## config.mk

```make
export PLATFORM = sky130hd
export DESIGN_NAME = pulse_beat_rate_meter_top
export DESIGN_NICKNAME = d
export VERILOG_FILES = /design/src/hdl/pbrm_pkg.sv /design/src/hdl/pbrm_div.sv /design/src/hdl/pbrm_dp.sv /design/src/hdl/pbrm_ctrl.sv /design/src/hdl/pulse_beat_rate_meter_top.sv
export SDC_FILE = /design/constraint.sdc
export NUM_CORES = 2
export LEC_CHECK = 0
export ABC_AREA = 1
export BUFFER_PORTS_ARGS = -buffer_cell sky130_fd_sc_hd__buf_2
export CELL_PAD_IN_SITES_DETAIL_PLACEMENT = 0
export CELL_PAD_IN_SITES_GLOBAL_PLACEMENT = 1
export CORE_MARGIN = 5
export CORE_UTILIZATION = 51
export DETAILED_ROUTE_END_ITERATION = 8
export GPL_TIMING_DRIVEN = 1
export PLACE_DENSITY = 0.86
export SYNTH_ARGS = -nofsm -noshare
export SYNTH_HDL_FRONTEND = slang
export SYNTH_SLANG_ARGS = --single-unit
```

## constraint.sdc

```tcl
create_clock -name clk -period 7.38 [get_ports clk]
set_clock_uncertainty 0.05 [all_clocks]
set_input_delay 0.738 -clock clk [delete_from_list [all_inputs] [get_ports clk]]
set_output_delay 0.738 -clock clk [all_outputs]
set_load 0.03 [all_outputs]
```

## src/hdl/pbrm_pkg.sv

```systemverilog
// pbrm_pkg: shared constants, codes and types of the pulse beat rate meter
// used by the controller, the datapath, the divider and the top level
// no dependencies
package pbrm_pkg;

	// port and ring geometry
	localparam int PORTS      = 4;
	localparam int PORT_W     = 2;
	localparam int HIST_DEPTH = 16;
	localparam int CUR_W      = $clog2(HIST_DEPTH);
	localparam int DONE_W     = $clog2(HIST_DEPTH + 1);
	localparam int MEM_DEPTH  = PORTS * HIST_DEPTH;
	localparam int MEM_AW     = $clog2(MEM_DEPTH);

	// data widths
	localparam int TIME_W   = 32;
	localparam int BEAT_W   = 8;
	localparam int SUM_W    = BEAT_W + CUR_W;
	localparam int IVL_W    = 31;
	localparam int MINP_W   = 5;
	localparam int PPM_W    = 16;
	localparam int BPM_W    = 16;
	localparam int PROD_W   = SUM_W + PPM_W;
	localparam int DIV_STEPS = (PROD_W + 1) / 2;
	localparam int QUO_W    = 2 * DIV_STEPS;
	localparam int CNT_W    = $clog2(DIV_STEPS + 1);

	// stream and config port widths
	localparam int S_TDATA_W = 16;
	localparam int M_TDATA_W = 24;
	localparam int CFG_IDX_W = 2;
	localparam int CFG_DAT_W = 31;

	// sensor byte codes
	localparam logic [BEAT_W-1:0] BYTE_PULSE = 8'h00;
	localparam logic [BEAT_W-1:0] BYTE_REST  = 8'h03;
	localparam logic [BEAT_W-1:0] BEAT_MAX   = 8'hFF;

	// config reset values
	localparam logic [IVL_W-1:0]  IVL_RESET  = 31'd23437500;
	localparam logic [MINP_W-1:0] MINP_RESET = 5'd8;
	localparam logic [PPM_W-1:0]  PPM_RESET  = 16'd120;
	localparam logic [BPM_W-1:0]  BPM_MAX    = 16'hFFFF;

	// config register indexes
	typedef enum logic [CFG_IDX_W-1:0] {
		CFG_INTERVAL = 2'd0,
		CFG_MIN_PER  = 2'd1,
		CFG_PPM      = 2'd2,
		CFG_NONE     = 2'd3
	} cfg_idx_t;

	// item kinds
	typedef enum logic [1:0] {
		OP_TICK   = 2'd0,
		OP_SAMPLE = 2'd1,
		OP_START  = 2'd2,
		OP_STOP   = 2'd3
	} op_t;

	// port modes
	typedef enum logic [1:0] {
		MODE_STOPPED = 2'd0,
		MODE_RESTING = 2'd1,
		MODE_PULSING = 2'd2
	} mode_t;

	// controller to datapath commands
	typedef struct packed {
		logic load;
		logic rd;
		logic update;
		logic div_start;
		logic emit;
	} cmd_t;

	// datapath to controller status
	typedef struct packed {
		logic div_busy;
		logic out_free;
	} stat_t;

endpackage

```

## src/hdl/pbrm_div.sv

```systemverilog
// pbrm_div: unsigned divider, restoring, two quotient bits per cycle
// depends on pbrm_pkg
module pbrm_div import pbrm_pkg::*; (
	input  logic              clk,
	input  logic              arst_n,
	input  logic              start,
	input  logic [PROD_W-1:0] dividend,
	input  logic [DONE_W-1:0] divisor,
	output logic              busy,
	output logic [QUO_W-1:0]  quotient
);

	logic [QUO_W-1:0]  num_q;
	logic [DONE_W-1:0] rem_q;
	logic [DONE_W-1:0] den_q;
	logic [CNT_W-1:0]  cnt_q;
	logic              busy_q;

	logic [DONE_W:0]   r_a, r_b;
	logic [DONE_W-1:0] rem_a, rem_b;
	logic              q_a, q_b;

	// two dependent restoring steps
	always_comb begin
		r_a   = {rem_q, num_q[QUO_W-1]};
		q_a   = (r_a >= {1'b0, den_q});
		rem_a = q_a ? DONE_W'(r_a - {1'b0, den_q}) : DONE_W'(r_a);
		r_b   = {rem_a, num_q[QUO_W-2]};
		q_b   = (r_b >= {1'b0, den_q});
		rem_b = q_b ? DONE_W'(r_b - {1'b0, den_q}) : DONE_W'(r_b);
	end

	// iteration control
	always_ff @(posedge clk or negedge arst_n) begin
		if (!arst_n) begin
			busy_q <= 1'b0;
			cnt_q  <= '0;
		end else if (start) begin
			busy_q <= 1'b1;
			cnt_q  <= CNT_W'(DIV_STEPS);
		end else if (busy_q) begin
			cnt_q  <= cnt_q - CNT_W'(1);
			busy_q <= (cnt_q != CNT_W'(1));
		end
	end

	// partial remainder and quotient shift register
	always_ff @(posedge clk) begin
		if (start) begin
			num_q <= QUO_W'(dividend);
			rem_q <= '0;
			den_q <= divisor;
		end else if (busy_q) begin
			num_q <= {num_q[QUO_W-3:0], q_a, q_b};
			rem_q <= rem_b;
		end
	end

	assign busy     = busy_q;
	assign quotient = num_q;

endmodule

```

## src/hdl/pbrm_dp.sv

```systemverilog
// pbrm_dp: datapath with config registers, per-port state, beat ring memory,
// rate multiplier, divider and output register; depends on pbrm_pkg, pbrm_div
module pbrm_dp import pbrm_pkg::*; (
	input  logic                 clk,
	input  logic                 arst_n,
	input  cmd_t                 cmd,
	output stat_t                stat,
	input  logic [1:0]           s_tuser,
	input  logic [S_TDATA_W-1:0] s_tdata,
	input  logic                 cfg_valid,
	input  logic [CFG_IDX_W-1:0] cfg_index,
	input  logic [CFG_DAT_W-1:0] cfg_data,
	output logic                 m_tvalid,
	input  logic                 m_tready,
	output logic [M_TDATA_W-1:0] m_tdata
);

	// captured item
	op_t               op_q;
	logic [PORT_W-1:0] port_q;
	logic [BEAT_W-1:0] byte_q;

	// config and time
	logic [IVL_W-1:0]  ivl_q;
	logic [MINP_W-1:0] minp_q;
	logic [PPM_W-1:0]  ppm_q;
	logic [TIME_W-1:0] time_q;

	// per-port state
	mode_t             mode_q   [PORTS];
	logic [TIME_W-1:0] begin_q  [PORTS];
	logic [BEAT_W-1:0] beats_q  [PORTS];
	logic [CUR_W-1:0]  cursor_q [PORTS];
	logic [DONE_W-1:0] done_q   [PORTS];
	logic [SUM_W-1:0]  sum_q    [PORTS];

	// beat ring memory, entries past the fill count are read but never used
	logic [BEAT_W-1:0] hist_mem [MEM_DEPTH];
	logic [BEAT_W-1:0] rd_q;

	// rate result
	logic              zero_q;
	mode_t             mode_res_q;

	// output register
	logic              out_valid_q;
	logic [PORT_W-1:0] out_port_q;
	mode_t             out_mode_q;
	logic [BPM_W-1:0]  out_bpm_q;

	// selected port view
	logic              port_ok;
	mode_t             mode_sel;
	logic [TIME_W-1:0] begin_sel;
	logic [BEAT_W-1:0] beats_sel;
	logic [CUR_W-1:0]  cur_sel;
	logic [DONE_W-1:0] done_sel;
	logic [SUM_W-1:0]  sum_sel;

	logic [MEM_AW-1:0] mem_addr;
	logic [TIME_W-1:0] elapsed;
	logic              roll;
	logic [BEAT_W-1:0] old_beats;
	logic [SUM_W:0]    sum_wide;
	logic [SUM_W-1:0]  sum_roll;
	logic [CUR_W-1:0]  cur_next;
	logic [DONE_W-1:0] done_next;
	mode_t             next_mode;
	logic [BEAT_W-1:0] beats_base;
	logic [BEAT_W-1:0] beats_new;
	logic              mem_we;
	logic [DONE_W-1:0] need;
	logic [PROD_W-1:0] product;
	logic              div_busy;
	logic [QUO_W-1:0]  quotient;
	logic [BPM_W-1:0]  bpm;

	// port view and sample update terms
	always_comb begin
		port_ok   = (32'(port_q) < PORTS);
		mode_sel  = mode_q[port_q];
		begin_sel = begin_q[port_q];
		beats_sel = beats_q[port_q];
		cur_sel   = cursor_q[port_q];
		done_sel  = done_q[port_q];
		sum_sel   = sum_q[port_q];
		mem_addr  = MEM_AW'(32'(port_q) * HIST_DEPTH + 32'(cur_sel));

		elapsed   = time_q - begin_sel;
		roll      = (elapsed > {1'b0, ivl_q});
		old_beats = (32'(done_sel) < HIST_DEPTH) ? '0 : rd_q;
		sum_wide  = {1'b0, sum_sel} - (SUM_W+1)'(old_beats) + (SUM_W+1)'(beats_sel);
		sum_roll  = sum_wide[SUM_W-1:0];
		cur_next  = (32'(cur_sel) == HIST_DEPTH - 1) ? '0 : cur_sel + CUR_W'(1);
		done_next = (32'(done_sel) < HIST_DEPTH) ? done_sel + DONE_W'(1) : done_sel;

		priority if (byte_q == BYTE_PULSE) next_mode = MODE_PULSING;
		else if (byte_q == BYTE_REST)      next_mode = MODE_RESTING;
		else                               next_mode = MODE_STOPPED;

		beats_base = roll ? '0 : beats_sel;
		beats_new  = (mode_sel == MODE_PULSING && next_mode == MODE_RESTING &&
			beats_base != BEAT_MAX) ? beats_base + BEAT_W'(1) : beats_base;

		mem_we = cmd.update && op_q == OP_SAMPLE && port_ok &&
			mode_sel != MODE_STOPPED && roll;
	end

	// threshold clamped to one..ring depth
	always_comb begin
		priority if (minp_q == '0)            need = DONE_W'(1);
		else if (32'(minp_q) > HIST_DEPTH)    need = DONE_W'(HIST_DEPTH);
		else                                  need = DONE_W'(minp_q);
	end

	assign product = PROD_W'(sum_sel) * PROD_W'(ppm_q);

	// item capture
	always_ff @(posedge clk) begin
		if (cmd.load) begin
			op_q   <= op_t'(s_tuser);
			port_q <= s_tdata[PORT_W-1:0];
			byte_q <= s_tdata[PORT_W +: BEAT_W];
		end
	end

	// config registers
	always_ff @(posedge clk or negedge arst_n) begin
		if (!arst_n) begin
			ivl_q  <= IVL_RESET;
			minp_q <= MINP_RESET;
			ppm_q  <= PPM_RESET;
		end else if (cfg_valid) begin
			unique case (cfg_idx_t'(cfg_index))
				CFG_INTERVAL: ivl_q  <= cfg_data;
				CFG_MIN_PER:  minp_q <= cfg_data[MINP_W-1:0];
				CFG_PPM:      ppm_q  <= cfg_data[PPM_W-1:0];
				default: ;
			endcase
		end
	end

	// time counter and per-port state update
	always_ff @(posedge clk or negedge arst_n) begin
		if (!arst_n) begin
			time_q <= '0;
			for (int i = 0; i < PORTS; i++) begin
				mode_q[i]   <= MODE_STOPPED;
				begin_q[i]  <= '0;
				beats_q[i]  <= '0;
				cursor_q[i] <= '0;
				done_q[i]   <= '0;
				sum_q[i]    <= '0;
			end
		end else if (cmd.update) begin
			unique case (op_q)
				OP_TICK: time_q <= time_q + TIME_W'(1);
				OP_SAMPLE: begin
					if (port_ok && mode_sel != MODE_STOPPED) begin
						if (roll) begin
							sum_q[port_q]    <= sum_roll;
							cursor_q[port_q] <= cur_next;
							done_q[port_q]   <= done_next;
							begin_q[port_q]  <= time_q;
						end
						beats_q[port_q] <= beats_new;
						mode_q[port_q]  <= next_mode;
					end
				end
				OP_START: begin
					if (port_ok && mode_sel == MODE_STOPPED) begin
						mode_q[port_q]   <= MODE_RESTING;
						begin_q[port_q]  <= time_q;
						beats_q[port_q]  <= '0;
						cursor_q[port_q] <= '0;
						done_q[port_q]   <= '0;
						sum_q[port_q]    <= '0;
					end
				end
				OP_STOP: begin
					if (port_ok) begin
						mode_q[port_q]   <= MODE_STOPPED;
						begin_q[port_q]  <= '0;
						beats_q[port_q]  <= '0;
						cursor_q[port_q] <= '0;
						done_q[port_q]   <= '0;
						sum_q[port_q]    <= '0;
					end
				end
				default: ;
			endcase
		end
	end

	// ring memory, one read and one write port
	always_ff @(posedge clk) begin
		if (cmd.rd) begin
			rd_q <= hist_mem[mem_addr];
		end
		if (mem_we) begin
			hist_mem[mem_addr] <= beats_sel;
		end
	end

	// rate qualifiers taken with the product
	always_ff @(posedge clk) begin
		if (cmd.div_start) begin
			zero_q     <= !port_ok || (done_sel < need);
			mode_res_q <= port_ok ? mode_sel : MODE_STOPPED;
		end
	end

	pbrm_div u_div (
		.clk      (clk),
		.arst_n   (arst_n),
		.start    (cmd.div_start),
		.dividend (product),
		.divisor  (done_sel),
		.busy     (div_busy),
		.quotient (quotient)
	);

	// force zero below the threshold, else saturate the quotient
	always_comb begin
		if (zero_q) begin
			bpm = '0;
		end else if (quotient > QUO_W'(BPM_MAX)) begin
			bpm = BPM_MAX;
		end else begin
			bpm = quotient[BPM_W-1:0];
		end
	end

	// output register
	always_ff @(posedge clk or negedge arst_n) begin
		if (!arst_n) begin
			out_valid_q <= 1'b0;
		end else if (cmd.emit) begin
			out_valid_q <= 1'b1;
		end else if (m_tready) begin
			out_valid_q <= 1'b0;
		end
	end

	always_ff @(posedge clk) begin
		if (cmd.emit) begin
			out_port_q <= port_q;
			out_mode_q <= mode_res_q;
			out_bpm_q  <= bpm;
		end
	end

	assign stat.div_busy = div_busy;
	assign stat.out_free = !out_valid_q || m_tready;

	assign m_tvalid = out_valid_q;
	assign m_tdata  = {2'b00, out_bpm_q,
		out_mode_q == MODE_PULSING, out_mode_q != MODE_STOPPED,
		out_mode_q, out_port_q};

endmodule

```

## src/hdl/pbrm_ctrl.sv

```systemverilog
// pbrm_ctrl: sequencing state machine of the rate meter
// depends on pbrm_pkg
module pbrm_ctrl import pbrm_pkg::*; (
	input  logic  clk,
	input  logic  arst_n,
	input  logic  s_tvalid,
	output logic  s_tready,
	input  stat_t stat,
	output cmd_t  cmd
);

	typedef enum logic [5:0] {
		ST_IDLE = 6'b000001,
		ST_READ = 6'b000010,
		ST_UPD  = 6'b000100,
		ST_MUL  = 6'b001000,
		ST_DIV  = 6'b010000,
		ST_EMIT = 6'b100000
	} state_t;

	state_t state_q, state_d;

	// next state and commands
	always_comb begin
		state_d = state_q;
		cmd     = '0;
		unique case (state_q)
			ST_IDLE: begin
				if (s_tvalid) begin
					cmd.load = 1'b1;
					state_d  = ST_READ;
				end
			end
			ST_READ: begin
				cmd.rd  = 1'b1;
				state_d = ST_UPD;
			end
			ST_UPD: begin
				cmd.update = 1'b1;
				state_d    = ST_MUL;
			end
			ST_MUL: begin
				cmd.div_start = 1'b1;
				state_d       = ST_DIV;
			end
			ST_DIV: begin
				if (!stat.div_busy) begin
					state_d = ST_EMIT;
				end
			end
			ST_EMIT: begin
				if (stat.out_free) begin
					cmd.emit = 1'b1;
					state_d  = ST_IDLE;
				end
			end
			default: state_d = ST_IDLE;
		endcase
	end

	always_ff @(posedge clk or negedge arst_n) begin
		if (!arst_n) begin
			state_q <= ST_IDLE;
		end else begin
			state_q <= state_d;
		end
	end

	assign s_tready = (state_q == ST_IDLE);

endmodule

```

## src/hdl/pulse_beat_rate_meter_top.sv

```systemverilog
// pulse_beat_rate_meter_top: heart-rate meter for several sensor ports
// depends on pbrm_pkg, pbrm_ctrl, pbrm_dp (which holds pbrm_div)
//
//  channel  signals                              direction  payload
//  s_       tvalid tready tuser tdata            in         item kind, port and sensor byte
//  m_       tvalid tready tdata                  out        port, mode, flags, beats per minute
//  cfg_     valid ready index data               in         register write
//
// an item passes through memory read, state update, multiply, the two-bit-per-cycle divider,
// a state that sees the divider done and one that loads the output register, which waits
// while an untaken result is held there; the next item is accepted only after that load
// the output register lets the next item in while a result waits on m_tready
// reset is asynchronous, active low, and needs no clearing pass; ring entries
// are only used once the per-port period count shows they were written
module pulse_beat_rate_meter_top import pbrm_pkg::*; (
	input  logic                 clk,
	input  logic                 arst_n,
	input  logic                 s_tvalid,
	output logic                 s_tready,
	input  logic [1:0]           s_tuser,  // [1:0] op
	input  logic [S_TDATA_W-1:0] s_tdata,  // [1:0] port, [9:2] sensor_byte, rest zero
	output logic                 m_tvalid,
	input  logic                 m_tready,
	output logic [M_TDATA_W-1:0] m_tdata,  // [1:0] port_out, [3:2] mode, [4] active,
	                                       // [5] pulsing, [21:6] beats_per_minute
	input  logic                 cfg_valid,
	output logic                 cfg_ready,
	input  logic [CFG_IDX_W-1:0] cfg_index,
	input  logic [CFG_DAT_W-1:0] cfg_data
);

	cmd_t  cmd;
	stat_t stat;

	// config writes are always taken
	assign cfg_ready = 1'b1;

	pbrm_ctrl u_ctrl (
		.clk      (clk),
		.arst_n   (arst_n),
		.s_tvalid (s_tvalid),
		.s_tready (s_tready),
		.stat     (stat),
		.cmd      (cmd)
	);

	pbrm_dp u_dp (
		.clk       (clk),
		.arst_n    (arst_n),
		.cmd       (cmd),
		.stat      (stat),
		.s_tuser   (s_tuser),
		.s_tdata   (s_tdata),
		.cfg_valid (cfg_valid),
		.cfg_index (cfg_index),
		.cfg_data  (cfg_data),
		.m_tvalid  (m_tvalid),
		.m_tready  (m_tready),
		.m_tdata   (m_tdata)
	);

endmodule

```

==> summary.md <==
| Metric | Value |
|---|---|
| Status | `complete, no violations` |
| Placed cells | `~5700` |
| Layout cell share with drive strength beyond 1 | `0.104` |
| DR DRC count | `0` |
| Register share of total power | `0.453` |
| Total track usage | `0.250` |
| Critical path type | `flip-flop to flip-flop` |
| Antenna violations before repair | `1` |
| Die Y | `approximately 310 um` |
| Total negative slack | `0 ps` |
| Worst vdd ir | `0.000221 V` |
| Final ANT Viol Nets | `0` |
| Switch share | `0.298` |
| Largest net degree at the start of global routing | `168` |
| Core box area | `0.0915 mm^2` |
| Routed vias/inst | `5.74` |
| Psw | `around 3.9 mW` |
| Drt wl/cell | `approximately 21 um` |
| Placer congestion estimate | `0.872` |
| Slew @ Worst Pin | `1250 ps` |
| Post-DP HPWL | `around 80000 um` |
| Most used cell, CP | `fa_1` |
| Most Crowded Layer GR | `met2` |
| Slew headroom | `0.164` |
| Port bufs | `73` |
| GR Util met1 | `0.341` |
| Seq/Total Area, Yosys | `0.564` |
| Crit path capture type | `flip-flop` |
| Combinational power share | `0.174` |
| Post-layout instance count excluding filler cells | `between 5000 and 6000` |
| Pre-antenna DRT Iters | `5` |
| Vias in the first global route | `between 30000 and 40000` |
| PD cells | `between 200 and 300 mW/mm^2` |
| DIE WIDTH | `~310 um` |
| I/O Pins | `between 80 and 90` |
| Type of origin of the critical path | `flip-flop` |
| Final setup fails | `0` |
| Total gr overflow | `0` |
| WL final | `124000 um` |
| Cells after Synth | `approximately 4500` |
| Post-synth ARST share | `0.370` |
| Initial Util | `0.513` |
| Clk pwr share | `0.373` |
| Top FF cell, synth | `edfxtp_1` |
| First-pass GRT wire length | `about 190000 um` |
| Leakage | `~23 nW` |
| CP required | `slightly below 8000 ps` |
| Crit-path max FO | `10` |
| Post-synth EDFFs | `588` |
| Final hold violations | `0` |
| Slowest stage delay, CP | `530 ps` |
| Netlist Area Pre-Place | `around 0.047 mm^2` |
| Die area | `0.0983 mm^2` |
| TritonCTS buffer count | `a little under 100` |
| Area Overhead vs Synth | `12.2%` |
| Fin crit period | `between 6000 and 7000 ps` |
| Period utilization | `0.938` |
| TritonCTS Sinks | `941` |
| WP data arrival | `approximately 7300 ps` |
| Post-DP Area | `between 0.04 and 0.05 mm^2` |
| Seq cells post-synth | `941` |
| Int Pwr | `around 9.3 mW` |
| Detailed-route via count | `around 34000` |
| Routing usage on met3 | `0.0383` |
| Netlist cell types | `65` |
| CTS clk-pin slew, worst paths | `60 ps` |
| Mapped Avg Cell Area | `between 10 and 15 um^2` |
| Max-slew violation count | `0` |
| Worst-skew pair later-pin latency | `720 ps` |
| CTS root buffer | `clkbuf_16` |
| Starting DRT DRC Count | `approximately 3700` |
| Hold crit path type | `input pin to async pin` |
| Max Cap Viol | `0` |
| Nets | `around 5000` |
| Slowest CP cell | `edfxtp_1` |
| Design area | `~0.053 mm^2` |
| Max Root-Sink Buffers | `3` |
| Yosys warnings | `0` |
| Clock tree from TritonCTS | `yes` |
| Peak Freq | `145 MHz` |
| Row count | `111` |
| Max H-tree Level | `3` |
| M2 GR Usage | `0.416` |
==> sequential cells by signal, indices dropped and copies added (netlist names), 4 cells and up <==
| name | count |
|---|---|
| u_ctrl.state_q | 6 |
| u_dp.beats_q | 32 |
| u_dp.begin_q | 128 |
| u_dp.byte_q | 8 |
| u_dp.cursor_q | 16 |
| u_dp.done_q | 20 |
| u_dp.hist_mem | 512 |
| u_dp.ivl_q | 31 |
| u_dp.minp_q | 5 |
| u_dp.mode_q | 8 |
| u_dp.out_bpm_q | 16 |
| u_dp.ppm_q | 16 |
| u_dp.rd_q | 8 |
| u_dp.sum_q | 48 |
| u_dp.time_q | 32 |
| u_dp.u_div.cnt_q | 4 |
| u_dp.u_div.den_q | 5 |
| u_dp.u_div.quotient | 28 |
| u_dp.u_div.rem_q | 5 |
==> metal layers <==
| layer | part of all wire | up-vias |
|---|---|---|
| met3 | 0.075 | 241 |
| met1 | 0.41 | 16700 |
| met4 | 0.034 | 0 |
| met2 | 0.48 | 1354 |
| met5 | 0 | - |
| li1 | - | 15600 |
==> cells in the final DEF, fill, tap and decap left out, types with 20 or more instances in the layout <==
cell,instances
xor2_1,65
fa_1,151
clkbuf_16,98
nand2_1,870
inv_2,26
nand3_1,97
buf_2,72
dfrtp_1,330
nor3_1,21
ha_1,161
o21a_1,20
nand4_1,81
a221oi_1,52
o22ai_1,119
a22oi_1,197
edfxtp_1,588
clkinv_2,22
a21oi_1,128
nor2_1,284
xnor2_1,20
o21ai_1,49
inv_1,607
o21ai_0,256
buf_4,163
==> critical path: cells and delay by family, from the launching register on <==
family                     cells  cell delay [ps]
DFF                            1              530
buffers and inverters          6              790
AOI/OAI and AO/OA             10             1780
and+or+nand+nor                6              620
adders and majority gates      6             2920
==> final timing paths <==
check / end / from / slack [ps] / cells past startpoint
setup / recovery: u_dp.u_div.quotient[26] / u_dp.port_q[1] / 460 / 28
hold / removal: u_dp.ivl_q[6] / arst_n / 30 / 1
setup reg to reg: u_dp.u_div.quotient[26] / u_dp.port_q[1] / 460 / 28
hold reg to reg: u_dp.out_mode_q[1] / u_dp.mode_res_q[1] / 380 / 0
max in group asynchronous: u_dp.begin_q[41] / arst_n / 5590 / 2
min in group clk: u_dp.byte_q[0] / s_tdata[2] / 190 / 1
==> through the flow <==
step | hold slack [ps] | utilization | setup WS (ps) | power (mW)
2_1_floorplan | 350 | - | 571 | 7.39
3_3_place_gp | 365 | 0.540 | 327 | 8.28
5_1_grt | 74.3 | 0.576 | -12.7 | 13.7
6_report | 32.7 | 0.576 | 460 | 13.2
4_1_cts | 42.6 | 0.576 | 232 | 13.2
3_5_place_dp | 366 | 0.540 | 224 | 8.32
==> area by class of cell <==
type / instances / area, um^2
clock buffers: 125 / 2640
diodes: 1 / 2.50
flip-flops and latches: 941 / 26500
clock inverters: 55 / 618
well taps: 1186 / 1480
inverters: 645 / 2430
repair buffers: 245 / 1760
fillers: 7597 / 38800
multi-input cells: 2707 / 17300
==> Yosys cell counts (all sizes together), types with 5 or more instances <==
cell type  instances  area (um^2)
a21boi             8         60.1
nor3              26          151
inv              640         2400
xnor2             20          175
a21oi            128          641
and3               6         37.5
o211ai             9         67.6
nand2            879         3320
nor2             294         1140
dfxtp              5          100
nand4             82          528
o21a              22          165
a211oi             6         45.0
ha               161         2010
edfxtp           588        17700
dfstp             18          473
o21bai             5         37.5
xor2              65          569
a221oi            52          455
dfrtp            330         8260
a21o               8         60.1
or2               12         75.1
fa               151         3020
clkbuf            87          332
o2111ai            5         43.8
a22oi            197         1480
nand3            100          523
o21ai            307         1550
clkinv             5         18.8
o22ai            119          744
buf              101          502
nor4              15          109
==> power by group through the flow <==
stage          logic [mW]  registers (mW)  clock network, mW
2_1_floorplan        1.42            5.98                  0
3_3_place_gp         2.21            6.07                  0
3_5_place_dp         2.25            6.07                  0
4_1_cts              2.26            5.97               5.01
5_1_grt              2.51            5.98               5.23
6_report             2.30            5.97               4.93
==> repair_timing <==
action	in CTS	in global routing
gates resized for setup	0	15
endpoints found under the setup margin	0	446
hold buffers	0	0
endpoints found under the hold margin	0	0
buffers inserted	0	3
==> cell families after synthesis <==
group	synth area share
adder cells (fa/ha/maj)	0.107
AO/OA/AOI/OAI	0.118
AND/OR/NAND/NOR	0.126
other	0.000160
flip-flops	0.564
buffers and inverters	0.0693
XOR/XNOR	0.0158
No activity file was read; power rests on OpenSTA's default activity.
